<file path="src/rtl/core/urac_pkg.sv">
`default_nettype none

package urac_pkg;

  // echo counter width; the distance accumulator carries 9 more bits (443 < 512)
  localparam int EchoCountBits = 16;
  localparam int AccBits       = EchoCountBits + 9;
  localparam int DistBits      = 17;
  localparam int CfgIndexBits  = 2;
  localparam int CfgDataBits   = 20;

  localparam logic [EchoCountBits-1:0] EchoCountMax = '1;
  localparam logic [DistBits-1:0]      DistMax      = '1;
  // 343 m/s * 1e-6 s * 39.3701 in/m / 2 (round trip) * 256 ~ 1.7285, rounded to 443/256
  localparam logic [8:0]               DistPerTick  = 9'd443;
  localparam logic [19:0]              DebounceMax  = 20'hFFFFF;

  localparam logic [6:0]  WindowReset   = 7'd20;
  localparam logic [9:0]  TriggerReset  = 10'd10;
  localparam logic [19:0] DebounceReset = 20'd100000;

  localparam logic [CfgIndexBits-1:0] REG_WINDOW   = 2'd0;
  localparam logic [CfgIndexBits-1:0] REG_TRIGGER  = 2'd1;
  localparam logic [CfgIndexBits-1:0] REG_DEBOUNCE = 2'd2;

  typedef enum logic [1:0] {
    PHASE_TRIG  = 2'd0,
    PHASE_WAIT  = 2'd1,
    PHASE_COUNT = 2'd2
  } range_phase_t;

  typedef enum logic [1:0] {
    BTN_RELEASED = 2'd0,
    BTN_DEBOUNCE = 2'd1,
    BTN_HELD     = 2'd2
  } button_phase_t;

  typedef enum logic [1:0] {
    MODE_IDLE  = 2'd0,
    MODE_ARMED = 2'd1,
    MODE_ALARM = 2'd2
  } mode_t;

  typedef struct packed {
    logic                trigger_out;
    logic                buzzer_on;
    logic                red_led;
    logic                green_led;
    logic [1:0]          mode;
    logic [DistBits-1:0] distance;
    logic                measure_done;
  } result_t;

endpackage

`default_nettype wire

</file>
<file path="src/rtl/core/urac_if.sv">
`default_nettype none

interface urac_cfg_if;
  logic                              valid;
  logic                              ready;
  logic [urac_pkg::CfgIndexBits-1:0] reg_index;
  logic [urac_pkg::CfgDataBits-1:0]  reg_data;
  modport source (output valid, reg_index, reg_data, input ready);
  modport sink (input valid, reg_index, reg_data, output ready);
endinterface

interface urac_in_if;
  logic valid;
  logic ready;
  logic echo_level;
  logic button_level;
  modport source (output valid, echo_level, button_level, input ready);
  modport sink (input valid, echo_level, button_level, output ready);
endinterface

interface urac_out_if;
  logic                          valid;
  logic                          ready;
  logic                          trigger_out;
  logic                          buzzer_on;
  logic                          red_led;
  logic                          green_led;
  logic [1:0]                    mode;
  logic [urac_pkg::DistBits-1:0] distance;
  logic                          measure_done;
  modport source (output valid, trigger_out, buzzer_on, red_led, green_led, mode, distance,
                  measure_done, input ready);
  modport sink (input valid, trigger_out, buzzer_on, red_led, green_led, mode, distance,
                measure_done, output ready);
endinterface

`default_nettype wire

</file>
<file path="src/rtl/core/ultrasonic_range_alarm_controller_unit.sv">
// channel  | dir | payload                                      | word
// ---------+-----+----------------------------------------------+------------------------
// cfg      | in  | reg_index[1:0], reg_data[19:0]               | one register write
// sample   | in  | echo_level, button_level                     | one 1 MHz tick of pins
// result   | out | trigger_out, buzzer_on, red_led, green_led,  | one per sample word
//          |     | mode[1:0], distance[16:0], measure_done      |
//
// One sample word per cycle while sample.ready is high; its result word is registered.
// All tick work (sequencer, debounce, distance scale, window compare) is one
// registered pass; the window compare's three multiplies set the cycle time.
// A two-entry output stage (result register plus skid) keeps sample.ready high
// while one result waits; ready drops only when both entries are full.
// rst (synchronous) restores register defaults and empties the output stage; cfg is always ready.
`default_nettype none

module ultrasonic_range_alarm_controller_unit (
  input  logic       clk,
  input  logic       rst,
  urac_cfg_if.sink   cfg,
  urac_in_if.sink    sample,
  urac_out_if.source result
);

  logic [6:0]  window_percent;
  logic [9:0]  trigger_ticks;
  logic [19:0] debounce_ticks;

  urac_pkg::range_phase_t  range_phase, range_phase_next;
  logic [9:0]              phase_ticks, phase_ticks_next, phase_ticks_inc;
  logic [urac_pkg::EchoCountBits-1:0] echo_ticks, echo_ticks_next;
  logic [urac_pkg::AccBits-1:0]       echo_acc, echo_acc_next;
  logic [urac_pkg::DistBits-1:0]      last_distance, last_distance_next;
  logic [urac_pkg::DistBits-1:0]      armed_distance, armed_distance_next;
  logic [urac_pkg::DistBits-1:0]      meas_distance;
  logic [31:0]                        acc_scaled;
  urac_pkg::mode_t         alarm_mode, alarm_mode_next;
  urac_pkg::button_phase_t button_phase, button_phase_next;
  logic [19:0]             debounce_count, debounce_count_next, debounce_inc;
  logic                    press_latched, press_latched_next, press_now;
  logic                    meas_done, trig_now;
  logic [9:0]              trig_len;
  logic                    pressed, need_one;
  logic [19:0]             need;

  logic [6:0]  win_clamped;
  logic [24:0] dist_x100, lo_bound, hi_bound;
  logic        in_window;

  urac_pkg::result_t res_word, out_word, skid_word;
  logic              out_valid, skid_valid;
  logic              take_in, take_out;

  // ---------------- configuration ----------------
  assign cfg.ready = 1'b1;

  always_ff @(posedge clk) begin
    if (rst) begin
      window_percent <= urac_pkg::WindowReset;
      trigger_ticks  <= urac_pkg::TriggerReset;
      debounce_ticks <= urac_pkg::DebounceReset;
    end else if (cfg.valid) begin
      unique case (cfg.reg_index)
        urac_pkg::REG_WINDOW:   window_percent <= cfg.reg_data[6:0];
        urac_pkg::REG_TRIGGER:  trigger_ticks  <= cfg.reg_data[9:0];
        urac_pkg::REG_DEBOUNCE: debounce_ticks <= cfg.reg_data;
        default: ;
      endcase
    end
  end

  assign take_in  = sample.valid && sample.ready;
  assign take_out = out_valid && result.ready;

  // ---------------- ranging sequencer ----------------
  assign trig_len        = (trigger_ticks == 10'd0) ? 10'd1 : trigger_ticks;
  assign phase_ticks_inc = phase_ticks + 10'd1;

  always_comb begin
    range_phase_next = range_phase;
    phase_ticks_next = phase_ticks;
    echo_ticks_next  = echo_ticks;
    echo_acc_next    = echo_acc;
    meas_done        = 1'b0;
    unique case (range_phase)
      urac_pkg::PHASE_WAIT: begin
        if (sample.echo_level) begin
          range_phase_next = urac_pkg::PHASE_COUNT;
          echo_ticks_next  = urac_pkg::EchoCountBits'(1);
          echo_acc_next    = urac_pkg::AccBits'(urac_pkg::DistPerTick);
        end
      end
      urac_pkg::PHASE_COUNT: begin
        if (sample.echo_level) begin
          if (echo_ticks != urac_pkg::EchoCountMax) begin
            echo_ticks_next = echo_ticks + urac_pkg::EchoCountBits'(1);
            echo_acc_next   = echo_acc + urac_pkg::AccBits'(urac_pkg::DistPerTick);
          end
        end else begin
          range_phase_next = urac_pkg::PHASE_TRIG;
          phase_ticks_next = 10'd0;
          meas_done        = 1'b1;
        end
      end
      default: begin
        // unused code runs as the trigger phase; counter wrap also ends it
        range_phase_next = urac_pkg::PHASE_TRIG;
        phase_ticks_next = phase_ticks_inc;
        if (phase_ticks_inc == 10'd0 || phase_ticks_inc >= trig_len) begin
          phase_ticks_next = 10'd0;
          range_phase_next = urac_pkg::PHASE_WAIT;
        end
      end
    endcase
  end

  always_comb begin
    trig_now = (range_phase != urac_pkg::PHASE_WAIT) && (range_phase != urac_pkg::PHASE_COUNT);
  end

  // acc holds echo_ticks*443, so the distance is a plain shift
  assign acc_scaled    = 32'(echo_acc >> 8);
  assign meas_distance = (acc_scaled > 32'(urac_pkg::DistMax)) ? urac_pkg::DistMax
                                                               : acc_scaled[16:0];
  assign last_distance_next = meas_done ? meas_distance : last_distance;

  // ---------------- button qualifier ----------------
  assign pressed      = !sample.button_level;
  assign need_one     = (debounce_ticks <= 20'd1);
  assign need         = (debounce_ticks == 20'd0) ? 20'd1 : debounce_ticks;
  assign debounce_inc = (debounce_count != urac_pkg::DebounceMax) ? debounce_count + 20'd1
                                                                  : debounce_count;

  always_comb begin
    button_phase_next   = button_phase;
    debounce_count_next = debounce_count;
    press_now           = press_latched;
    unique case (button_phase)
      urac_pkg::BTN_DEBOUNCE: begin
        if (!pressed) begin
          button_phase_next   = urac_pkg::BTN_RELEASED;
          debounce_count_next = 20'd0;
        end else begin
          debounce_count_next = debounce_inc;
          if (debounce_inc >= need) button_phase_next = urac_pkg::BTN_HELD;
        end
      end
      urac_pkg::BTN_HELD: begin
        // press counts on release after a qualified hold
        if (!pressed) begin
          press_now           = 1'b1;
          button_phase_next   = urac_pkg::BTN_RELEASED;
          debounce_count_next = 20'd0;
        end
      end
      default: begin
        button_phase_next = urac_pkg::BTN_RELEASED;
        if (pressed) begin
          debounce_count_next = 20'd1;
          button_phase_next   = need_one ? urac_pkg::BTN_HELD : urac_pkg::BTN_DEBOUNCE;
        end
      end
    endcase
  end

  // ---------------- window compare ----------------
  assign win_clamped = (window_percent > 7'd100) ? 7'd100 : window_percent;
  assign dist_x100   = 25'(meas_distance) * 25'd100;
  assign lo_bound    = 25'(armed_distance) * 25'(7'd100 - win_clamped);
  assign hi_bound    = 25'(armed_distance) * (25'd100 + 25'(win_clamped));
  assign in_window   = (dist_x100 > lo_bound) && (dist_x100 < hi_bound);

  // ---------------- mode machine ----------------
  always_comb begin
    alarm_mode_next     = alarm_mode;
    armed_distance_next = armed_distance;
    press_latched_next  = press_now;
    if (meas_done) begin
      press_latched_next = 1'b0;
      unique case (alarm_mode)
        urac_pkg::MODE_ARMED: begin
          if (!in_window) alarm_mode_next = urac_pkg::MODE_ALARM;
        end
        urac_pkg::MODE_ALARM: begin
          if (press_now) begin
            armed_distance_next = meas_distance;
            alarm_mode_next     = urac_pkg::MODE_ARMED;
          end
        end
        default: begin
          alarm_mode_next = urac_pkg::MODE_IDLE;
          if (press_now) begin
            armed_distance_next = meas_distance;
            alarm_mode_next     = urac_pkg::MODE_ARMED;
          end
        end
      endcase
    end
  end

  always_comb begin
    res_word.trigger_out  = trig_now;
    res_word.buzzer_on    = (alarm_mode_next == urac_pkg::MODE_ALARM);
    res_word.red_led      = (alarm_mode_next == urac_pkg::MODE_ALARM);
    res_word.green_led    = (alarm_mode_next != urac_pkg::MODE_ALARM);
    res_word.mode         = alarm_mode_next;
    res_word.distance     = last_distance_next;
    res_word.measure_done = meas_done;
  end

  always_ff @(posedge clk) begin
    if (rst) begin
      range_phase    <= urac_pkg::PHASE_TRIG;
      phase_ticks    <= 10'd0;
      echo_ticks     <= '0;
      echo_acc       <= '0;
      last_distance  <= '0;
      armed_distance <= '0;
      alarm_mode     <= urac_pkg::MODE_IDLE;
      button_phase   <= urac_pkg::BTN_RELEASED;
      debounce_count <= 20'd0;
      press_latched  <= 1'b0;
    end else if (take_in) begin
      range_phase    <= range_phase_next;
      phase_ticks    <= phase_ticks_next;
      echo_ticks     <= echo_ticks_next;
      echo_acc       <= echo_acc_next;
      last_distance  <= last_distance_next;
      armed_distance <= armed_distance_next;
      alarm_mode     <= alarm_mode_next;
      button_phase   <= button_phase_next;
      debounce_count <= debounce_count_next;
      press_latched  <= press_latched_next;
    end
  end

  // ---------------- output register + skid ----------------
  assign sample.ready = !skid_valid;

  always_ff @(posedge clk) begin
    if (rst) begin
      out_valid  <= 1'b0;
      skid_valid <= 1'b0;
    end else if (take_out) begin
      if (skid_valid) begin
        skid_valid <= 1'b0;
      end else begin
        out_valid <= take_in;
      end
    end else if (take_in) begin
      if (out_valid) skid_valid <= 1'b1;
      else out_valid <= 1'b1;
    end
  end

  always_ff @(posedge clk) begin
    if (take_out) begin
      if (skid_valid) out_word <= skid_word;
      else if (take_in) out_word <= res_word;
    end else if (take_in) begin
      if (out_valid) skid_word <= res_word;
      else out_word <= res_word;
    end
  end

  assign result.valid        = out_valid;
  assign result.trigger_out  = out_word.trigger_out;
  assign result.buzzer_on    = out_word.buzzer_on;
  assign result.red_led      = out_word.red_led;
  assign result.green_led    = out_word.green_led;
  assign result.mode         = out_word.mode;
  assign result.distance     = out_word.distance;
  assign result.measure_done = out_word.measure_done;

endmodule

`default_nettype wire

</file>
<file path="src/flat_wrapper.sv">
// flat-port wrapper written by rule: the top's interface ports become plain ports
module ultrasonic_range_alarm_controller_unit_flat 
  (clk, rst, cfg_valid, cfg_reg_index, cfg_reg_data, cfg_ready, sample_valid, sample_echo_level, sample_button_level, sample_ready, result_valid, result_trigger_out, result_buzzer_on, result_red_led, result_green_led, result_mode, result_distance, result_measure_done, result_ready);
  urac_cfg_if cfg_i ();
  urac_in_if sample_i ();
  urac_out_if result_i ();
  input  logic clk;
  input  logic rst;
  input wire logic [$bits(cfg_i.valid)-1:0] cfg_valid;
  input wire logic [$bits(cfg_i.reg_index)-1:0] cfg_reg_index;
  input wire logic [$bits(cfg_i.reg_data)-1:0] cfg_reg_data;
  output wire logic [$bits(cfg_i.ready)-1:0] cfg_ready;
  input wire logic [$bits(sample_i.valid)-1:0] sample_valid;
  input wire logic [$bits(sample_i.echo_level)-1:0] sample_echo_level;
  input wire logic [$bits(sample_i.button_level)-1:0] sample_button_level;
  output wire logic [$bits(sample_i.ready)-1:0] sample_ready;
  output wire logic [$bits(result_i.valid)-1:0] result_valid;
  output wire logic [$bits(result_i.trigger_out)-1:0] result_trigger_out;
  output wire logic [$bits(result_i.buzzer_on)-1:0] result_buzzer_on;
  output wire logic [$bits(result_i.red_led)-1:0] result_red_led;
  output wire logic [$bits(result_i.green_led)-1:0] result_green_led;
  output wire logic [$bits(result_i.mode)-1:0] result_mode;
  output wire logic [$bits(result_i.distance)-1:0] result_distance;
  output wire logic [$bits(result_i.measure_done)-1:0] result_measure_done;
  input wire logic [$bits(result_i.ready)-1:0] result_ready;
  assign cfg_i.valid = cfg_valid;
  assign cfg_i.reg_index = cfg_reg_index;
  assign cfg_i.reg_data = cfg_reg_data;
  assign cfg_ready = cfg_i.ready;
  assign sample_i.valid = sample_valid;
  assign sample_i.echo_level = sample_echo_level;
  assign sample_i.button_level = sample_button_level;
  assign sample_ready = sample_i.ready;
  assign result_valid = result_i.valid;
  assign result_trigger_out = result_i.trigger_out;
  assign result_buzzer_on = result_i.buzzer_on;
  assign result_red_led = result_i.red_led;
  assign result_green_led = result_i.green_led;
  assign result_mode = result_i.mode;
  assign result_distance = result_i.distance;
  assign result_measure_done = result_i.measure_done;
  assign result_i.ready = result_ready;
  ultrasonic_range_alarm_controller_unit u_core (.clk(clk), .rst(rst), .cfg(cfg_i), .sample(sample_i), .result(result_i));
endmodule
</file>
<file path="config.mk">
export PLATFORM = sky130hd
export DESIGN_NAME = ultrasonic_range_alarm_controller_unit_flat
export DESIGN_NICKNAME = d
export VERILOG_FILES = /design/src/rtl/core/urac_pkg.sv /design/src/rtl/core/urac_if.sv /design/src/rtl/core/ultrasonic_range_alarm_controller_unit.sv /design/src/flat_wrapper.sv
export SDC_FILE = /design/constraint.sdc
export NUM_CORES = 1
export LEC_CHECK = 0
export ABC_AREA = 1
export BUFFER_PORTS_ARGS = -buffer_cell sky130_fd_sc_hd__buf_4
export CAP_MARGIN = 0
export CORE_MARGIN = 4
export CORE_UTILIZATION = 60
export CTS_BUF_LIST = sky130_fd_sc_hd__clkbuf_4 sky130_fd_sc_hd__clkbuf_8
export DETAILED_ROUTE_END_ITERATION = 10
export GPL_TIMING_DRIVEN = 0
export PLACE_DENSITY = 0.8
export SETUP_SLACK_MARGIN = 0.05
export SYNTH_ARGS = -nofsm -noshare
export SYNTH_HDL_FRONTEND = slang
export SYNTH_SLANG_ARGS = --single-unit
</file>
<file path="constraint.sdc">
create_clock -name clk -period 9 [get_ports clk]
set_input_delay 1.8 -clock clk [delete_from_list [all_inputs] [get_ports clk]]
set_output_delay 1.8 -clock clk [all_outputs]
set_load 0.005 [all_outputs]
</file>
# Word level (Yosys, flattened, before mapping)

Cells that the tools add are included.

Bits in registers: 198
Bits of input ports: 29
Output and inout port bits: 27

Add/sub/neg operators: 6
$mul: 3
Order comparisons: 7
Equal/unequal tests: 23
Mux-type cells: 49
Bitwise gates (word level): 3
Reductions and logical operators: 27

Operator list:

| kind                                                                    | number |
|---|---|
| 24-bit 2-to-1 mux                                                       | 5 |
| 20-bit 2-to-1 mux                                                       | 5 |
| 25-bit 2-to-1 mux                                                       | 3 |
| 17-bit by 25-bit multiplier with 25-bit output                          | 2 |
| 25-bit one-hot mux with 2 select lines                                  | 1 |
| 16-bit 2-to-1 mux                                                       | 3 |
| 20-bit one-hot mux with 2 select lines                                  | 1 |
| 17-bit 2-to-1 mux                                                       | 2 |
| 16-bit one-hot mux with 2 select lines                                  | 1 |
| 10-bit 2-to-1 mux                                                       | 3 |
| 25-bit by 9-bit adder with 25-bit output (second input constant)        | 1 |
| 24-bit by 25-bit > comparator with 1-bit output                         | 1 |
| 24-bit by 25-bit less-than comparator with 1-bit output                 | 1 |
| 17-bit by 5-bit multiplier with 22-bit output (second input constant)   | 1 |
| 20-bit by 1-bit adder with 20-bit output (second input constant)        | 1 |
| 20-bit greater-or-equal comparator                                      | 1 |
| 20-bit by 1-bit <= comparator with 1-bit output (second input constant) | 1 |
| 10-bit logical NOT                                                      | 2 |
| 20-bit logical NOT                                                      | 1 |
| 2-bit 2-to-1 mux                                                        | 10 |
| 20-bit != test (second input constant)                                  | 1 |
| 10-bit one-hot mux with 2 select lines                                  | 1 |
| 3-bit AND reduction                                                     | 6 |
| 17-bit > comparator (second input constant)                             | 1 |
| other kinds (26)                                                        | 63 |

# Longest topological paths before layout

Word-level depth: 13
Depth in mapped cells: 57
Depth with buffers taken out: 55

# Worst setup path after synthesis

OpenSTA, ideal clock, no wires.

Path kind: reg2reg
From: register u_core.window_percent[0]
To: register u_core.out_word, in the netlist u_core.result.red_led (data pin)
Setup time: 0.252 ns
Arrival time: 8.464 ns
Data required time: 8.748 ns
Path slack: 0.284 ns
Cell stages (with the launch flop): 57
Clock period less this slack: 8.716 ns
Path through: dfxtp_1 -> o21ai_1 -> nand2_1 -> nand2_1 -> inv_1 -> nor2_1 -> inv_1 -> buf_1 -> ha_1 -> a21oi_1 -> or2_2 -> nand2_1 -> nand2_1 -> nand2_1 -> inv_1 -> clkbuf_1 -> nand2_1 -> fa_1 -> [... 21 more ...] -> inv_1 -> nand3_1 -> nor2_1 -> nand2_1 -> nand2_1 -> nand2_1 -> nand2_1 -> nand2_1 -> nand2_1 -> nand3_1 -> nor2_1 -> nand3_1 -> nand2_1 -> nand2_2 -> nand2_4 -> nor2_4 -> nand2_1 -> nand2_1

Longest elaborated chain between the ends: 13

Ends and longest elaborated chain:

| element                                                                                                                    | RTL line                                                                                     | RTL |
|---|---|---|
| start, declared                                                                                                            | ultrasonic_range_alarm_controller_unit.sv:24                                                 | `logic [6:0] window_percent;` |
| start signal, assigned                                                                                                     | ultrasonic_range_alarm_controller_unit.sv:58                                                 | `window_percent <= urac_pkg::WindowReset;` |
| start signal, assigned                                                                                                     | ultrasonic_range_alarm_controller_unit.sv:63                                                 | `urac_pkg::REG_WINDOW: window_percent <= cfg.reg_data[6:0];` |
| 7-bit > comparator                                                                                                         | ultrasonic_range_alarm_controller_unit.sv:166                                                | `assign win_clamped = (window_percent > 7'd100) ? 7'd100 : window_percent;` |
| 7-bit 2-to-1 mux *                                                                                                         | ultrasonic_range_alarm_controller_unit.sv:166                                                |  |
| 7-bit by 7-bit subtractor with 8-bit output or 7-bit by 7-bit adder with 8-bit output (tied branches)                      | ultrasonic_range_alarm_controller_unit.sv:168, ultrasonic_range_alarm_controller_unit.sv:169 |  |
| 17-bit by 25-bit multiplier with 25-bit output, on equally long branches                                                   | ultrasonic_range_alarm_controller_unit.sv:168, ultrasonic_range_alarm_controller_unit.sv:169 |  |
| 24-bit by 25-bit > comparator with 1-bit output or 24-bit by 25-bit less-than comparator with 1-bit output (tied branches) | ultrasonic_range_alarm_controller_unit.sv:170                                                | `assign in_window = (dist_x100 > lo_bound) && (dist_x100 < hi_bound);` |
| 1-bit logical AND *                                                                                                        | ultrasonic_range_alarm_controller_unit.sv:170                                                |  |
| 2-bit 2-to-1 mux *                                                                                                         | ultrasonic_range_alarm_controller_unit.sv:181                                                | `if (!in_window) alarm_mode_next = urac_pkg::MODE_ALARM;` |
| 2-bit one-hot mux with 2 select lines *                                                                                    | ultrasonic_range_alarm_controller_unit.sv:179                                                | `unique case (alarm_mode)` |
| 2-bit 2-to-1 mux *                                                                                                         | ultrasonic_range_alarm_controller_unit.sv:177                                                | `if (meas_done) begin` |
| via u_core.alarm_mode_next[0]                                                                                              | ultrasonic_range_alarm_controller_unit.sv:36                                                 | `urac_pkg::mode_t alarm_mode, alarm_mode_next;` |
| 2-bit equality test *                                                                                                      | ultrasonic_range_alarm_controller_unit.sv:203                                                | `res_word.red_led = (alarm_mode_next == urac_pkg::MODE_ALARM);` |
| 24-bit 2-to-1 mux, on equally long branches                                                                                | ultrasonic_range_alarm_controller_unit.sv:260, ultrasonic_range_alarm_controller_unit.sv:258 |  |
| 24-bit 2-to-1 mux, on equally long branches                                                                                | ultrasonic_range_alarm_controller_unit.sv:259, ultrasonic_range_alarm_controller_unit.sv:257 |  |
| 24-bit 2-to-1 mux *                                                                                                        | ultrasonic_range_alarm_controller_unit.sv:256                                                | `if (take_out) begin` |
| end signal, assigned                                                                                                       | ultrasonic_range_alarm_controller_unit.sv:257                                                | `if (skid_valid) out_word <= skid_word;` |
| end signal, assigned                                                                                                       | ultrasonic_range_alarm_controller_unit.sv:258                                                | `else if (take_in) out_word <= res_word;` |
| end signal, assigned                                                                                                       | ultrasonic_range_alarm_controller_unit.sv:261                                                | `else out_word <= res_word;` |
| end, declared                                                                                                              | ultrasonic_range_alarm_controller_unit.sv:49                                                 | `urac_pkg::result_t res_word, out_word, skid_word;` |

The timed path passes the listed nets; every way through them passes the cells marked *. The select of a mux whose other input is x is not followed.
A chain may end at the register's enable or synchronous reset.

# Worst setup path in the final report

From: register u_core.window_percent[0]
To: register u_core.out_word, in the netlist u_core.result.mode[1] (data pin)

Longest elaborated chain between the ends: 12

Ends and longest elaborated chain:

| element                                                                                                                    | RTL line |
|---|---|
| 7-bit > comparator                                                                                                         | ultrasonic_range_alarm_controller_unit.sv:166 |
| 7-bit 2-to-1 mux *                                                                                                         | ultrasonic_range_alarm_controller_unit.sv:166 |
| 7-bit by 7-bit subtractor with 8-bit output or 7-bit by 7-bit adder with 8-bit output (tied branches)                      | ultrasonic_range_alarm_controller_unit.sv:168, ultrasonic_range_alarm_controller_unit.sv:169 |
| 17-bit by 25-bit multiplier with 25-bit output, on equally long branches                                                   | ultrasonic_range_alarm_controller_unit.sv:168, ultrasonic_range_alarm_controller_unit.sv:169 |
| 24-bit by 25-bit > comparator with 1-bit output or 24-bit by 25-bit less-than comparator with 1-bit output (tied branches) | ultrasonic_range_alarm_controller_unit.sv:170 |
| 1-bit logical AND *                                                                                                        | ultrasonic_range_alarm_controller_unit.sv:170 |
| 2-bit 2-to-1 mux *                                                                                                         | ultrasonic_range_alarm_controller_unit.sv:181 |
| 2-bit one-hot mux with 2 select lines *                                                                                    | ultrasonic_range_alarm_controller_unit.sv:179 |
| 2-bit 2-to-1 mux *                                                                                                         | ultrasonic_range_alarm_controller_unit.sv:177 |
| via u_core.alarm_mode_next[1]                                                                                              | ultrasonic_range_alarm_controller_unit.sv:36 |
| 24-bit 2-to-1 mux, on equally long branches                                                                                | ultrasonic_range_alarm_controller_unit.sv:260, ultrasonic_range_alarm_controller_unit.sv:258 |
| 24-bit 2-to-1 mux, on equally long branches                                                                                | ultrasonic_range_alarm_controller_unit.sv:259, ultrasonic_range_alarm_controller_unit.sv:257 |
| 24-bit 2-to-1 mux *                                                                                                        | ultrasonic_range_alarm_controller_unit.sv:256 |

Marked as above.

==> flow_summary_export.csv <==
group,metric,value,unit
outcome,status,"completed",
place,dpl_cell_area,23550,µm²
route,wl_met2,27.47,mm
floorplanning,core-area,36700,µm²
timing,slew_headroom,0.4635,
cells_and_area,finalInstanceArea,24570,µm²
place,gp_congestion,0.9209,
route,wl_met3,3.352,mm
setup_path,worst-endpoint-required,9260,ps
route,dr.pass1.iters,6,
synthesis,yosys_register_bits,197,
clocking,root_buffer,"clkbuf_8",
setup_path,critPathMaxFanout,5,
global_route,grt-ovfl-total,0,
synthesis,synth-edff-count,46,
cells_and_area,instances_no_fill,3454,
synthesis,ys_seq_area_frac,0.1968,
cells_and_area,utilization,0.6696,
place,dp_hpwl,45.48,mm
route,route.detailed.drc,0,
power_and_ir_drop,p_leak,12.47,nW
global_route,grt_pass1_wl,93.12,mm
timing,rsz0062_at_grt,"true",
global_route,grt.total_usage,0.2772,
cells_and_area,fin_nets,3509,
clocking,h-tree-depth,4,
cells_and_area,antenna-diode-count,0,
timing,finalSetupTns,0,ps
route,vias,18974,
synthesis,synthFlopType,"dfxtp_1",
route,wl_met1,23.29,mm
global_route,grt_pass1_vias,19556,
cells_and_area,area_growth,9.801,%
floorplanning,io_pins,56,
timing,setup_violations,0,
synthesis,yosysUniqueCellTypes,61,
setup_path,cpPeakStageDelay,540,ps
flow_run,drv_cap,0,
synthesis,synth-async-reset-ratio,0,
floorplanning,dieArea,40460,µm²
power_and_ir_drop,power.density,226.4,nW/µm²
clocking,numCtsBuffers,17,
synthesis,synth_area,22380,µm²
setup_path,setup.worst_path.class,"flop to flop",
timing,fin_worst_skew,20.84,ps
route,ant_nets,0,
timing,drv_slew,0,
floorplanning,initial_utilization,0.6099,
setup_path,worst_setup_path_start_kind,"flop",
power_and_ir_drop,ir_drop,0.0004311,V
floorplanning,die_h,201.1,µm
floorplanning,die_width,201.1,µm
worst_hold_path,hp-start,"u_core.echo_acc[5]",
clocking,insertion_delay,500,ps
setup_path,cpMaxStageDelayCell,"fa_1",
place,io_buffer_count,53,
place,placedCellCount,3398,
floorplanning,rows,70,
setup_path,arrival,9000,ps
worst_hold_path,hp-class,"flop to flop",
synthesis,ys_warn_count,0,
clocking,cts.path.max_buffers,2,
timing,hold_viol,0,
timing,tightest_slew,804.8,ps
clocking,path_clk_slew,120,ps
setup_path,end_kind,"flop",
clocking,cts_sinks,197,
global_route,antenna_found_initial,0,
setup_path,rr_startpoint,"u_core.window_percent[0]",
route,drt_iter0_markers,1401,
power_and_ir_drop,finalPower,5.563,mW
route,wl_per_cell,16.17,µm
route,top_layer,"met4",
route,wirelength,55.85,mm
setup_path,cp-startpoint,"u_core.window_percent[0]",
clocking,hold_buffers,0,
route,via_per_inst,5.493,
timing,fin_crit_sh,0.9712,
timing,max_freq,114.4,MHz
global_route,grt_max_degree,23,
synthesis,netlist_instances,2835,
synthesis,syn_area_per_cell,7.894,µm²
cells_and_area,drive_gt1_frac,0.08205,
clocking,cts_tree,"built",
timing,fin_crit,8741,ps
==> worst paths after layout <==
kind	end	slack, ps	depth (start not counted)
max	u_core.result.mode[1]	260	50
max reg2reg	u_core.result.mode[1]	260	50
min	u_core.echo_acc[5]	480	2
min reg2reg	u_core.echo_acc[5]	480	2
==> cells in the final DEF (no fill, tap or decap), drive strengths merged, types with 13 or more instances in the layout <==
| cell type | n |
|---|---|
| buf | 89 |
| mux2i | 16 |
| dfxtp | 151 |
| nand4 | 27 |
| o22ai | 15 |
| nand2 | 499 |
| nor3 | 40 |
| a21oi | 209 |
| fa | 258 |
| conb | 42 |
| nand3 | 51 |
| edfxtp | 46 |
| xor2 | 57 |
| a31oi | 14 |
| nor2 | 216 |
| clkbuf | 93 |
| inv | 652 |
| xnor2 | 38 |
| o21ai | 134 |
| o211ai | 13 |
| ha | 249 |
| clkinv | 15 |
==> metrics by stage <==
| stage | hold WS [ps] | setup slack, ps |
|---|---|---|
| after floorplan | 429.4 | 283.9 |
| after global placement | 444.4 | -2154 |
| after detailed placement | 457.0 | -2256 |
| after CTS | 474.1 | 51.13 |
| after global routing | 503.9 | -106.5 |
| final | 475.7 | 259.2 |
==> routing by layer <==
metal	up-vias	track usage
met5	-	0
met4	0	0.08702
met3	120	0.03433
met2	634	0.4853
met1	9176	0.3606
li1	9044	-
==> worst max-delay path, delay by kind of cell (launching register included) <==
family / cells / cell delay (ps)
AOI/OAI and AO/OA: 7 / 1050
xor gates and xnor gates: 1 / 260
adders and majority gates: 9 / 3550
buffers and inverters: 8 / 710
DFF: 1 / 390
and+or+nand+nor: 25 / 2520
==> power by group <==
| group | leakage [nW] | switching (mW) | internal, mW |
|---|---|---|---|
| clock | 0.212 | 0.400 | 0.220 |
| sequential | 1.66 | 0.0116 | 0.924 |
| combinational | 10.6 | 2.47 | 1.54 |
| total | 12.5 | 2.88 | 2.68 |
==> registers in the layout, summed over array words and instances (netlist names), 2 cells and up <==
name and cells:
u_core.button_phase 2, u_core.debounce_ticks 20, u_core.echo_ticks 16, u_core.window_percent 7
u_core.phase_ticks 10, u_core.result.distance 17, u_core.echo_acc 25, u_core.last_distance 17
u_core.range_phase 2, u_core.alarm_mode 2, u_core.result.mode 2, u_core.skid_word 23
u_core.trigger_ticks 10, u_core.debounce_count 20, u_core.armed_distance 17
==> cell families (layout without fill, tap and decap cells) <==
logic type / Yosys count / in the layout / share of synthesized area
AND/OR/NAND/NOR: 857 / 857 / 0.1606
buffers and inverters: 739 / 850 / 0.1246
adder cells (fa/ha/maj): 507 / 507 / 0.3700
AO/OA/AOI/OAI: 422 / 422 / 0.1034
flip-flops: 197 / 197 / 0.1968
XOR/XNOR: 95 / 95 / 0.03718
multiplexers: 16 / 16 / 0.007156
other: 2 / 42 / 0.0003356
==> layout make-up <==
type,count,area [µm²]
clock inverter,15,193.9
clock buffer,17,234.0
inverter,653,2465
multi-input combinational,1939,15690
fill,2956,12120
timing repair buffer,81,640.6
sequential,197,4415
buffer,84,354.1
tap,468,585.6
==> synthesized netlist by cell type (7+ instances only) <==
library cell,n,share of area
nor3_1,31,0.0069
edfxtp_1,46,0.062
nand2_1,490,0.082
a31oi_1,14,0.0039
o21ai_1,12,0.0027
a21o_1,8,0.0027
clkinv_1,8,0.0013
nand4_1,26,0.0073
nor2_1,209,0.035
xor2_1,57,0.022
o21ai_0,122,0.027
nor4_1,10,0.0028
mux2i_1,16,0.0072
a211oi_1,7,0.0023
nor3_2,9,0.0040
ha_1,249,0.14
dfxtp_1,151,0.14
o22ai_1,15,0.0042
clkbuf_1,77,0.013
fa_1,258,0.23
a21oi_1,204,0.046
inv_2,11,0.0018
inv_1,634,0.11
xnor2_1,38,0.015
o211ai_1,13,0.0044
nand3_1,50,0.011
==> repair_timing <==
item	in CTS	in global routing
cloned	0	1
gates resized for setup	43	66
setup buffers	10	15
pin swaps	10	36
endpoints found under the setup margin	10	10
No activity file was read; power rests on OpenSTA's default activity.
